### config.mk
export PLATFORM = sky130hd
export DESIGN_NAME = deq_in_reg
export DESIGN_NICKNAME = d
export VERILOG_FILES = /design/src/rtl/core/deq_pkg.sv /design/src/rtl/core/deq_in_reg.sv
export SDC_FILE = /design/constraint.sdc
export NUM_CORES = 1
export LEC_CHECK = 0
export BUFFER_PORTS_ARGS = -buffer_cell sky130_fd_sc_hd__buf_4
export CORE_ASPECT_RATIO = 0.9
export CORE_MARGIN = 3
export CORE_UTILIZATION = 39
export DETAILED_ROUTE_END_ITERATION = 8
export PLACE_DENSITY_LB_ADDON = 0.25
export SLEW_MARGIN = 30
export SYNTH_ARGS = -nofsm -noshare
export SYNTH_HDL_FRONTEND = slang
export SYNTH_SLANG_ARGS = --single-unit
### constraint.sdc
create_clock -name clk -period 1.9 [get_ports clk]
set_clock_uncertainty 0.2 [all_clocks]
set_input_delay 0.38 -clock clk [delete_from_list [all_inputs] [get_ports clk]]
set_output_delay 0.38 -clock clk [all_outputs]
set_load 0.005 [all_outputs]
### src/rtl/core/deq_pkg.sv
`timescale 1ns / 1ps
// ----------------------------------------------------------------------------
// deq_pkg: shared types for the double-ended queue
// Operation and status codes, the request beat that passes from the input
// stage to the execute stage, and the result beat.
// ----------------------------------------------------------------------------
package deq_pkg;

    localparam int WORD_W  = 32;
    localparam int OP_W    = 3;
    localparam int COUNT_W = 9;
    localparam int STAT_W  = 2;

    typedef enum logic [OP_W-1:0] {
        OP_ADD_FRONT    = 3'd0,
        OP_ADD_BACK     = 3'd1,
        OP_REMOVE_FRONT = 3'd2,
        OP_REMOVE_BACK  = 3'd3,
        OP_PEEK         = 3'd4
    } deq_op_t;

    typedef enum logic [STAT_W-1:0] {
        ST_OK        = 2'd0,
        ST_UNDERFLOW = 2'd1,
        ST_OVERFLOW  = 2'd2
    } deq_status_t;

    // one accepted request beat
    typedef struct packed {
        logic [OP_W-1:0]          op;
        logic signed [WORD_W-1:0] value;
    } deq_item_t;

    // one result beat
    typedef struct packed {
        logic signed [WORD_W-1:0] removed_value;
        logic signed [WORD_W-1:0] first_value;
        logic signed [WORD_W-1:0] last_value;
        logic [COUNT_W-1:0]       item_count;
        deq_status_t              status;
    } deq_result_t;

endpackage

### src/rtl/core/deq_in_reg.sv
`timescale 1ns / 1ps
// ----------------------------------------------------------------------------
// deq_in_reg: request input register
// Holds one request beat; refills in the same cycle it is taken.
// ----------------------------------------------------------------------------
module deq_in_reg
    import deq_pkg::*;
(
    input  logic                     clk,
    input  logic                     rst_n,
    input  logic                     in_valid,
    output logic                     in_ready,
    input  logic [OP_W-1:0]          operation,
    input  logic signed [WORD_W-1:0] value,
    output logic                     item_valid,
    output deq_item_t                item,
    input  logic                     item_take
);

    logic      valid_reg;
    deq_item_t item_reg;
    logic      load;

    assign in_ready   = !valid_reg || item_take;
    assign load       = in_valid && in_ready;
    assign item_valid = valid_reg;
    assign item       = item_reg;

    always_ff @(posedge clk or negedge rst_n)
    begin
        if (!rst_n)
        begin
            valid_reg <= 1'b0;
        end
        else if (in_ready)
        begin
            valid_reg <= in_valid;
        end
    end

    always_ff @(posedge clk)
    begin
        if (load)
        begin
            item_reg.op    <= operation;
            item_reg.value <= value;
        end
    end

endmodule

==> out/qor.csv <==
stage;metric;value;unit
status;outcome;finished clean;
synth;synthesis.instances;39;
floorplanning;placeableCoreArea;2574;um2
floorplanning;ios;76;
floorplanning;fp.dieW;62.11;um
clocking;cts_root_buf;clkbuf_4;
pwr;power.density_cell_area;728.0;nW/um2
floorplanning;initial_core_utilization;0.4293;
worst_setup_path;cp_max_fanout;3;
routing;drc;0;
grt;globalRouteOverflowTotal;0;
sta;timing.fmax;0.6613;GHz
routing;drt_iter0_markers;30;
sta;drv_slew;0;
grt;grt.met3_usage;0.1000;
floorplanning;die_area;3509;um2
pwr;max-vdd-ir-drop;0.5335;mV
sta;timing.final.crit_share;0.7959;
routing;antenna_viol_nets_final;0;
grt;groute.layer.met1.usage;0.1170;
worst_setup_path;cp_data_arrival_time;0.93;ns
grt;grt_use_met2;0.2040;
routing;detail_route.first_pass.iterations;4;
routing;avgViaCountPerCell;4.198;
worst_setup_path;crit_path_start_kind;register;
synth;synth_warnings;0;
grt;antenna_violations_before_repair;0;
worst_setup_path;worstSetupEndpointType;output port;
final_layout;final_net_count;192;
final_layout;largest_reg_flops;35;
clocking;insertion_delay;0.32;ns
sta;max-slew-margin-rel;0.6987;
final_layout;commonest_cells_after_routing_fill_and_taps_aside;buf_4 (75), edfxtp_1 (35), dlygate4sd3_1 (32);
final_layout;antenna_cells;0;
grt;grt_most_used_layer;met2;
worst_hold_path;hold_path_class;input port to register;
routing;sum_of_routed_wire_length_over_all_layers;2704;um
synth;postSynthNetCount;78;
pwr;power.static_leakage;0.8806;nW
clocking;cts_made_buffers;5;
final_layout;layout_overhead_on_the_synthesized_area;88.67;%
placement;final_estimated_routing_congestion_in_global_placement;0.6763;
sta;final-hold-violation-count;0;
grt;grt_pass1_wl;3139;um
grt;grt_usage;0.1239;
clocking;number_of_h_tree_branching_levels;2;
grt;grt_start_max_net_pins;36;
final_layout;most_frequent_standard_cell_in_the_layout_excluding_fill_and_tap_cells;buf_4;
worst_setup_path;timing.critical_path.required;1.32;ns
grt;first_global_vias;663;
final_layout;fraction_of_layout_instances_using_a_drive_strength_above_1;0.5325;
synth;synth.avg_cell_area;28.33;um2
clocking;ctsLongestPathBuffers;2;
floorplanning;floorplan.rows;17;
sta;fin_worst_hold_slack;0.03192;ns
sta;final.setup.tns;0;ns
routing;wire_per_inst;14.08;um
routing;via_count;806;
flow_run;maxCapViolations;0;
clocking;cts.sink_count;36;
final_layout;final_util;0.8099;
clocking;postCtsSetupBuffers;0;
clocking;clock_tree_from_tritoncts;done;
placement;portBuffers;75;
worst_setup_path;crit_type;register to output port;
synth;yosys_register_bits;36;
floorplanning;die_ht;56.50;um
sta;grt_setup_unrepaired;no;
sta;tightest_slew;0.4519;ns
sta;fin_crit;1.512;ns
sta;number_of_setup_violations_in_the_final_report;0;
clocking;worst_setup_hold_path_clk_slew;0.09;ns
synth;synth.cell_area;1105;um2
synth;synth-seq-area-share;0.9740;
synth;yosysUniqueCellTypes;5;
==> logic make-up (layout without fill, tap and decap cells) <==
| family | Yosys count | count (layout) | share of synthesized area |
|---|---|---|---|
| flops | 36 | 36 | 0.9740 |
| buf+inv | 0 | 115 | 0 |
| simple gates | 3 | 3 | 0.02605 |
==> worst paths after layout <==
kind                       slack, ns  cells after the start          to        from
min in group asynchronous       0.16                      2  item_valid       rst_n
min                             0.03                      1     item[6]    value[6]
max in group asynchronous       1.26                      2  item_valid       rst_n
max                             0.39                      2    in_ready  item_valid
min reg2reg                     0.39                      2  item_valid  item_valid
max reg2reg                     0.40                      2     item[3]  item_valid
==> worst max-delay path: stages (launching register included) <==
cell,delay [ns]
dfrtp_1,0.42
nand2b_4,0.09
buf_4,0.11
==> power breakdown <==
part           internal [mW]  switching, mW  total, mW  leakage (nW)
clock network          0.142          0.231      0.374        0.0269
registers              0.923         0.0125      0.936         0.344
logic                  0.143         0.0652      0.208         0.510
total                   1.21          0.309       1.52         0.881
==> cell type report <==
| type | instances | area [um2] |
|---|---|---|
| clock buffers | 7 | 45.04 |
| repair buffers | 107 | 883.3 |
| clock inverters | 1 | 3.754 |
| flip-flops and latches | 36 | 1076 |
| fillers | 138 | 489.2 |
| well taps | 38 | 47.55 |
| multi-input cells | 3 | 28.78 |
==> synthesized netlist by cell type <==
library cell	n	area share
edfxtp_1	35	0.95
and2_4	1	0.0079
dfrtp_1	1	0.023
nand2b_1	1	0.0057
nand2b_4	1	0.012
==> metrics by stage <==
stage / instances / total power, mW / setup WS [ns] / area [um2]
5_1_grt: 192 / 1.585 / 0.3224 / 2085
4_1_cts: 161 / 1.471 / 0.3754 / 1774
3_5_place_dp: 152 / 1.107 / 0.3216 / 1715
6_report: 192 / 1.517 / 0.3878 / 2085
3_3_place_gp: 152 / 1.103 / 0.3537 / 1715
2_1_floorplan: 39 / 0.9781 / 0.5048 / 1105
==> routing by layer <==
metal | up-vias | share of wire
li1 | 382 | -
met1 | 375 | 0.33
met2 | 46 | 0.58
met3 | 3 | 0.085
met4 | 0 | 0.0081
met5 | - | 0
==> timing repair <==
item                       CTS  global route
hold buffers                 1            31
gates resized for setup      0             0
hold endpoints to repair     1            31
setup endpoints to repair    0             0
Note: power is estimated with default switching activity, not from simulation.
