File: config.mk
export PLATFORM = sky130hd
export DESIGN_NAME = deq_exec
export DESIGN_NICKNAME = d
export VERILOG_FILES = /design/src/rtl/core/deq_pkg.sv /design/src/rtl/core/deq_exec.sv
export SDC_FILE = /design/constraint.sdc
export NUM_CORES = 1
export LEC_CHECK = 0
export BUFFER_PORTS_ARGS = -buffer_cell sky130_fd_sc_hd__clkbuf_2
export CORE_MARGIN = 2
export CORE_UTILIZATION = 40
export DETAILED_ROUTE_END_ITERATION = 6
export GPL_ROUTABILITY_DRIVEN = 0
export GPL_TIMING_DRIVEN = 0
export PLACE_DENSITY = 0.74
export SLEW_MARGIN = 10
export SYNTH_ARGS = -nofsm -noshare
export SYNTH_HDL_FRONTEND = slang
export SYNTH_SLANG_ARGS = --single-unit
File: constraint.sdc
create_clock -name clk -period 6.9 [get_ports clk]
set_input_delay 0.69 -clock clk [delete_from_list [all_inputs] [get_ports clk]]
set_output_delay 0.69 -clock clk [all_outputs]
set_load 0.005 [all_outputs]
File: src/rtl/core/deq_pkg.sv
`timescale 1ns / 1ps
// ----------------------------------------------------------------------------
// deq_pkg: shared types for the double-ended queue
// Operation and status codes, the request beat that passes from the input
// stage to the execute stage, and the result beat.
// ----------------------------------------------------------------------------
package deq_pkg;

    localparam int WORD_W  = 32;
    localparam int OP_W    = 3;
    localparam int COUNT_W = 9;
    localparam int STAT_W  = 2;

    typedef enum logic [OP_W-1:0] {
        OP_ADD_FRONT    = 3'd0,
        OP_ADD_BACK     = 3'd1,
        OP_REMOVE_FRONT = 3'd2,
        OP_REMOVE_BACK  = 3'd3,
        OP_PEEK         = 3'd4
    } deq_op_t;

    typedef enum logic [STAT_W-1:0] {
        ST_OK        = 2'd0,
        ST_UNDERFLOW = 2'd1,
        ST_OVERFLOW  = 2'd2
    } deq_status_t;

    // one accepted request beat
    typedef struct packed {
        logic [OP_W-1:0]          op;
        logic signed [WORD_W-1:0] value;
    } deq_item_t;

    // one result beat
    typedef struct packed {
        logic signed [WORD_W-1:0] removed_value;
        logic signed [WORD_W-1:0] first_value;
        logic signed [WORD_W-1:0] last_value;
        logic [COUNT_W-1:0]       item_count;
        deq_status_t              status;
    } deq_result_t;

endpackage

File: src/rtl/core/deq_exec.sv
`timescale 1ns / 1ps
// ----------------------------------------------------------------------------
// deq_exec: ring pointers, end-word cache and result register
// Executes one request per cycle if not stalled. Front and back words live
// in registers; their inner neighbors are prefetched from the slot store.
// ----------------------------------------------------------------------------
module deq_exec
    import deq_pkg::*;
#(
    parameter int DEPTH = 256,
    parameter int AW    = 8,
    parameter int CW    = 9
)
(
    input  logic                     clk,
    input  logic                     rst_n,
    input  logic                     item_valid,
    input  deq_item_t                item,
    output logic                     item_take,
    output logic                     res_valid,
    output deq_result_t              res,
    input  logic                     res_ready,
    output logic                     mem_we,
    output logic [AW-1:0]            mem_waddr,
    output logic signed [WORD_W-1:0] mem_wdata,
    output logic                     mem_re,
    output logic [AW-1:0]            mem_raddr_a,
    output logic [AW-1:0]            mem_raddr_b,
    input  logic signed [WORD_W-1:0] next_front_word,
    input  logic signed [WORD_W-1:0] next_back_word
);

    localparam logic [AW-1:0] LAST_IDX = AW'(DEPTH - 1);
    localparam logic [CW-1:0] FULL_CNT = CW'(DEPTH);

    function automatic logic [AW-1:0] idx_inc(input logic [AW-1:0] idx);
        idx_inc = (idx == LAST_IDX) ? '0 : idx + 1'b1;
    endfunction

    function automatic logic [AW-1:0] idx_dec(input logic [AW-1:0] idx);
        idx_dec = (idx == '0) ? LAST_IDX : idx - 1'b1;
    endfunction

    logic [AW-1:0]            front_reg, front_next;
    logic [AW-1:0]            back_reg, back_next;
    logic [CW-1:0]            count_reg, count_next;
    logic signed [WORD_W-1:0] first_reg, first_next;
    logic signed [WORD_W-1:0] last_reg, last_next;
    logic                     res_valid_reg;
    deq_result_t              res_reg, res_next;
    logic                     exec_fire;
    logic                     empty, full;
    logic [AW-1:0]            back_inc;

    assign exec_fire = item_valid && (!res_valid_reg || res_ready);
    assign item_take = exec_fire;
    assign empty     = (count_reg == '0);
    assign full      = (count_reg == FULL_CNT);
    assign back_inc  = idx_inc(back_reg);

    always_comb
    begin
        front_next = front_reg;
        back_next  = back_reg;
        count_next = count_reg;
        first_next = first_reg;
        last_next  = last_reg;
        mem_we     = 1'b0;
        mem_waddr  = idx_dec(front_reg);
        mem_wdata  = item.value;
        res_next   = '0;
        res_next.status = ST_OK;

        case (deq_op_t'(item.op))
            OP_ADD_FRONT:
            begin
                if (full)
                begin
                    res_next.status = ST_OVERFLOW;
                end
                else
                begin
                    mem_we     = exec_fire;
                    front_next = idx_dec(front_reg);
                    count_next = count_reg + 1'b1;
                    first_next = item.value;
                    if (empty)
                    begin
                        last_next = item.value;
                    end
                end
            end
            OP_ADD_BACK:
            begin
                mem_waddr = back_inc;
                if (full)
                begin
                    res_next.status = ST_OVERFLOW;
                end
                else
                begin
                    mem_we     = exec_fire;
                    back_next  = back_inc;
                    count_next = count_reg + 1'b1;
                    last_next  = item.value;
                    if (empty)
                    begin
                        first_next = item.value;
                    end
                end
            end
            OP_REMOVE_FRONT:
            begin
                if (empty)
                begin
                    res_next.status = ST_UNDERFLOW;
                end
                else
                begin
                    res_next.removed_value = first_reg;
                    front_next = idx_inc(front_reg);
                    count_next = count_reg - 1'b1;
                    first_next = next_front_word;
                end
            end
            OP_REMOVE_BACK:
            begin
                if (empty)
                begin
                    res_next.status = ST_UNDERFLOW;
                end
                else
                begin
                    res_next.removed_value = last_reg;
                    back_next  = idx_dec(back_reg);
                    count_next = count_reg - 1'b1;
                    last_next  = next_back_word;
                end
            end
            default:
            begin
                // peek and unused codes leave the state alone
            end
        endcase

        res_next.item_count = COUNT_W'(count_next);
        if (count_next != '0)
        begin
            res_next.first_value = first_next;
            res_next.last_value  = last_next;
        end
    end

    // prefetch the inner neighbors of the new ends
    assign mem_re      = exec_fire;
    assign mem_raddr_a = idx_inc(front_next);
    assign mem_raddr_b = idx_dec(back_next);

    always_ff @(posedge clk or negedge rst_n)
    begin
        if (!rst_n)
        begin
            front_reg     <= '0;
            back_reg      <= LAST_IDX;
            count_reg     <= '0;
            res_valid_reg <= 1'b0;
        end
        else
        begin
            if (exec_fire)
            begin
                front_reg <= front_next;
                back_reg  <= back_next;
                count_reg <= count_next;
            end
            if (exec_fire)
            begin
                res_valid_reg <= 1'b1;
            end
            else if (res_ready)
            begin
                res_valid_reg <= 1'b0;
            end
        end
    end

    always_ff @(posedge clk)
    begin
        if (exec_fire)
        begin
            first_reg <= first_next;
            last_reg  <= last_next;
            res_reg   <= res_next;
        end
    end

    assign res_valid = res_valid_reg;
    assign res       = res_reg;

    // ring bookkeeping: back sits just before front when empty
    a_empty_ring: assert property (@(posedge clk) disable iff (!rst_n)
        (count_reg == '0) |-> (front_reg == back_inc))
        else $error("empty ring with back not adjacent to front");

    a_single_ring: assert property (@(posedge clk) disable iff (!rst_n)
        (count_reg == CW'(1)) |-> (front_reg == back_reg))
        else $error("single word ring with front and back apart");

    a_hold_idle: assert property (@(posedge clk) disable iff (!rst_n)
        !exec_fire |=> ($stable(count_reg) && $stable(front_reg) && $stable(back_reg)))
        else $error("ring state moved without a request");

    a_write_grows: assert property (@(posedge clk) disable iff (!rst_n)
        mem_we |-> (exec_fire && (count_next == count_reg + 1'b1)))
        else $error("slot write without a matching add");

endmodule

==> flow_summary.ini <==
[status]
status = complete, no violations

[sta]
tightest_slew_ps = 1131
relSlewSlack = 0.2359
fmax_ghz = 0.1829
finalHoldViolCount = 0
finalSetupViolCount = 0
tns_ps = 0
min_period_ps = 5468
finalWorstSetupSlack_ps = 1432
rsz0062_at_grt = no
clock_skew_ps = 16.83
maxSlewViolCount = 0
fin_crit_sh = 0.7924

[clock_network]
clk_pin_slew_ps = 90
clock_sinks = 197
post_cts_resized = 0
hold_buffers = 0
cts_max_level = 4
clk_latency_ps = 450
post_cts_buffers = 0
cts_max_path_buffers = 2
cts_buffers = 17
cts_tree = yes
cts_root_buf = clkbuf_16

[yosys]
syn_avg_cell_area_um2 = 10.20
synth_edf_count = 171
synth_ff_type = edfxtp_1
synth_top_cell_by_area = edfxtp_1
synth_seq_cells = 197
yosys_warnings = 0
netlist.area_leader.share = 0.4557
async_flop_share = 0.1320
syn-cell-area_mm2 = 0.01127
synth_area_leaders = edfxtp_1, dfrtp_1, a22o_1
ys_seq_area_frac = 0.5143
synth.most_common_cell = edfxtp_1
ys_top_cells_by_count = edfxtp_1, nor2_1, nand2_1
synthDistinctLibCells = 73
syn_nets = 1219
netlist_instances = 1105

[power]
ir_drop_v = 0.0001939
p_switching_mw = 1.517
p_sw_frac = 0.3707
seq_power_share = 0.392
p_per_area_mw_per_mm2 = 297.1
p_leak_nw = 5.585
internal_power_mw = 2.575
p_clk_frac = 0.264
pwr-share-comb = 0.344

[place]
dpl_cell_area_mm2 = 0.01313
preCtsSetupSlack_ps = 2117
hpwlAfterDp_um = 28590
io_buffers = 269
dp_cells = 1753

[min_path]
min_path_type = primary input to async pin

[critical_path]
cp_top_family = compound AO/OA/AOI/OAI gates
arrival_ps = 4780
critPathMaxStageDelay_ps = 760
crit_buf_inv = 6
crit_type = flop to output pin
worstPathMaxFanout = 10
r2r-end = res[58]
r2r-start = count_reg[0]
reg2reg_depth = 11
crit_top_cell = clkbuf_1
cp_cell_sequence = clkbuf_1 > or4_1 > clkbuf_1 > clkbuf_1 > clkbuf_1 > o21ai_0 > nor4_1 > o32ai_1 > inv_1 > ha_1 > or2_2 > a31oi_1 > clkbuf_2
r2r_setup_slack_ps = 2420
crit_slowest_cell = o32ai_1
end_kind = output pin
cp.required_ps = 6210
worstSetupStartpointType = flop

[global_routing]
use_met3 = 0.05614
first_global_vias = 9846
grt_usage = 0.2582
grt_util_met2 = 0.4322
busiest_layer = met2
use_met1 = 0.3322
overflow = 0
antenna_found_initial = 3
grt_start_max_net_pins = 93
grt_pass1_wl_um = 57280

[layout]
fin_area_mm2 = 0.01377
fillers = 2625
final_nets = 1508
drive_gt1_frac = 0.2658
area_delta_synth_final_pct = 22.23
register_area_mm2 = 0.005796
fin_cells = 1786
multiInputGateArea_mm2 = 0.004669
largest_reg_flops = 107

[drt]
final_antenna_net_count = 0
vias = 10750
routed_via_density = 6.020
drt_iter0_drc = 1607
wl_um = 39540
first_pass_iters = 6
route.detailed.wl_per_inst_um = 22.14
drc_errors = 0

[die]
pin_count = 270
fp.dieH_um = 171.8
core_mm2 = 0.02778
dieArea_mm2 = 0.02953
die_w_um = 171.8
initial_utilization = 0.4056
rows = 61

[flow_run]
drv_cap = 0
-- routing by layer --
layer,vias up,wire [um]
li1,4748,-
met2,795,18700
met1,5119,15200
met4,4,1188
met5,-,26
met3,85,4430
-- power groups by stage --
stage / sequential (mW) / clock (mW) / combinational, mW
detailed placement: 1.62 / 0 / 1.37
finish: 1.60 / 1.08 / 1.41
CTS: 1.60 / 1.09 / 1.39
global route: 1.62 / 1.13 / 1.54
global placement: 1.63 / 0 / 1.34
floorplan: 1.61 / 0 / 0.891
-- logic make-up after synthesis --
| kind of cell | after synthesis | synth area share |
|---|---|---|
| multiplexers | 11 | 0.01077 |
| XOR/XNOR | 23 | 0.01788 |
| adder cells (fa/ha/maj) | 11 | 0.01221 |
| AO/OA/AOI/OAI | 355 | 0.2266 |
| AND/OR/NAND/NOR | 337 | 0.1469 |
| flip-flops | 197 | 0.5143 |
| buffers and inverters | 171 | 0.07129 |
-- area by class of cell --
cell class,count,share of cell area
Inverter,50,0.01363
Timing Repair Buffer,270,0.09975
Buffer,121,0.04542
Antenna cell,1,0.0001817
Multi-Input combinational cell,737,0.3390
Tap cell,378,0.03434
Clock inverter,15,0.01599
Clock buffer,17,0.03089
Sequential cell,197,0.4208
-- worst reg2reg max path, cell delays in order, from the launching register on --
cell and delay [ps]:
dfrtp_1 440, inv_1 150, ha_1 310, or4b_1 480, buf_2 200, o21a_1 220, and4_1 180, a311o_1 340
or4_4 560, nor4_2 750, buf_2 440, nor2_1 150
-- cell usage in the layout (no fill, tap or decap), drive strengths merged, types with 18 or more instances in the layout --
master / n
o21a: 22
buf: 49
nand2: 82
dfrtp: 18
clkbuf: 359
a22o: 51
a31oi: 21
nand3: 23
nor3: 23
o21ai: 68
o22a: 18
nor2: 103
and2: 33
edfxtp: 171
a222oi: 28
a21oi: 57
inv: 56
-- worst max path at each step --
stage / from / endpoint / slack, ps / cells past startpoint
after floorplan: res_ready / mem_re / 2430 / 5
after global placement: res_ready / mem_re / 960 / 7
after detailed placement: count_reg[5] / mem_raddr_a[7] / 2120 / 13
after CTS: count_reg[5] / mem_raddr_a[7] / 1640 / 13
after global routing: count_reg[5] / mem_raddr_a[7] / 1280 / 13
final: count_reg[5] / mem_raddr_a[7] / 1430 / 13
-- stage by stage --
stage	util	total power [mW]	hold WS, ps
floorplan	-	2.498	394.4
global placement	0.4711	2.965	491.6
detailed placement	0.4724	2.998	518.9
CTS	0.4957	4.070	304.0
global route	0.4957	4.285	338.8
finish	0.4958	4.092	295.0
Note: power is estimated with default switching activity, not from simulation.
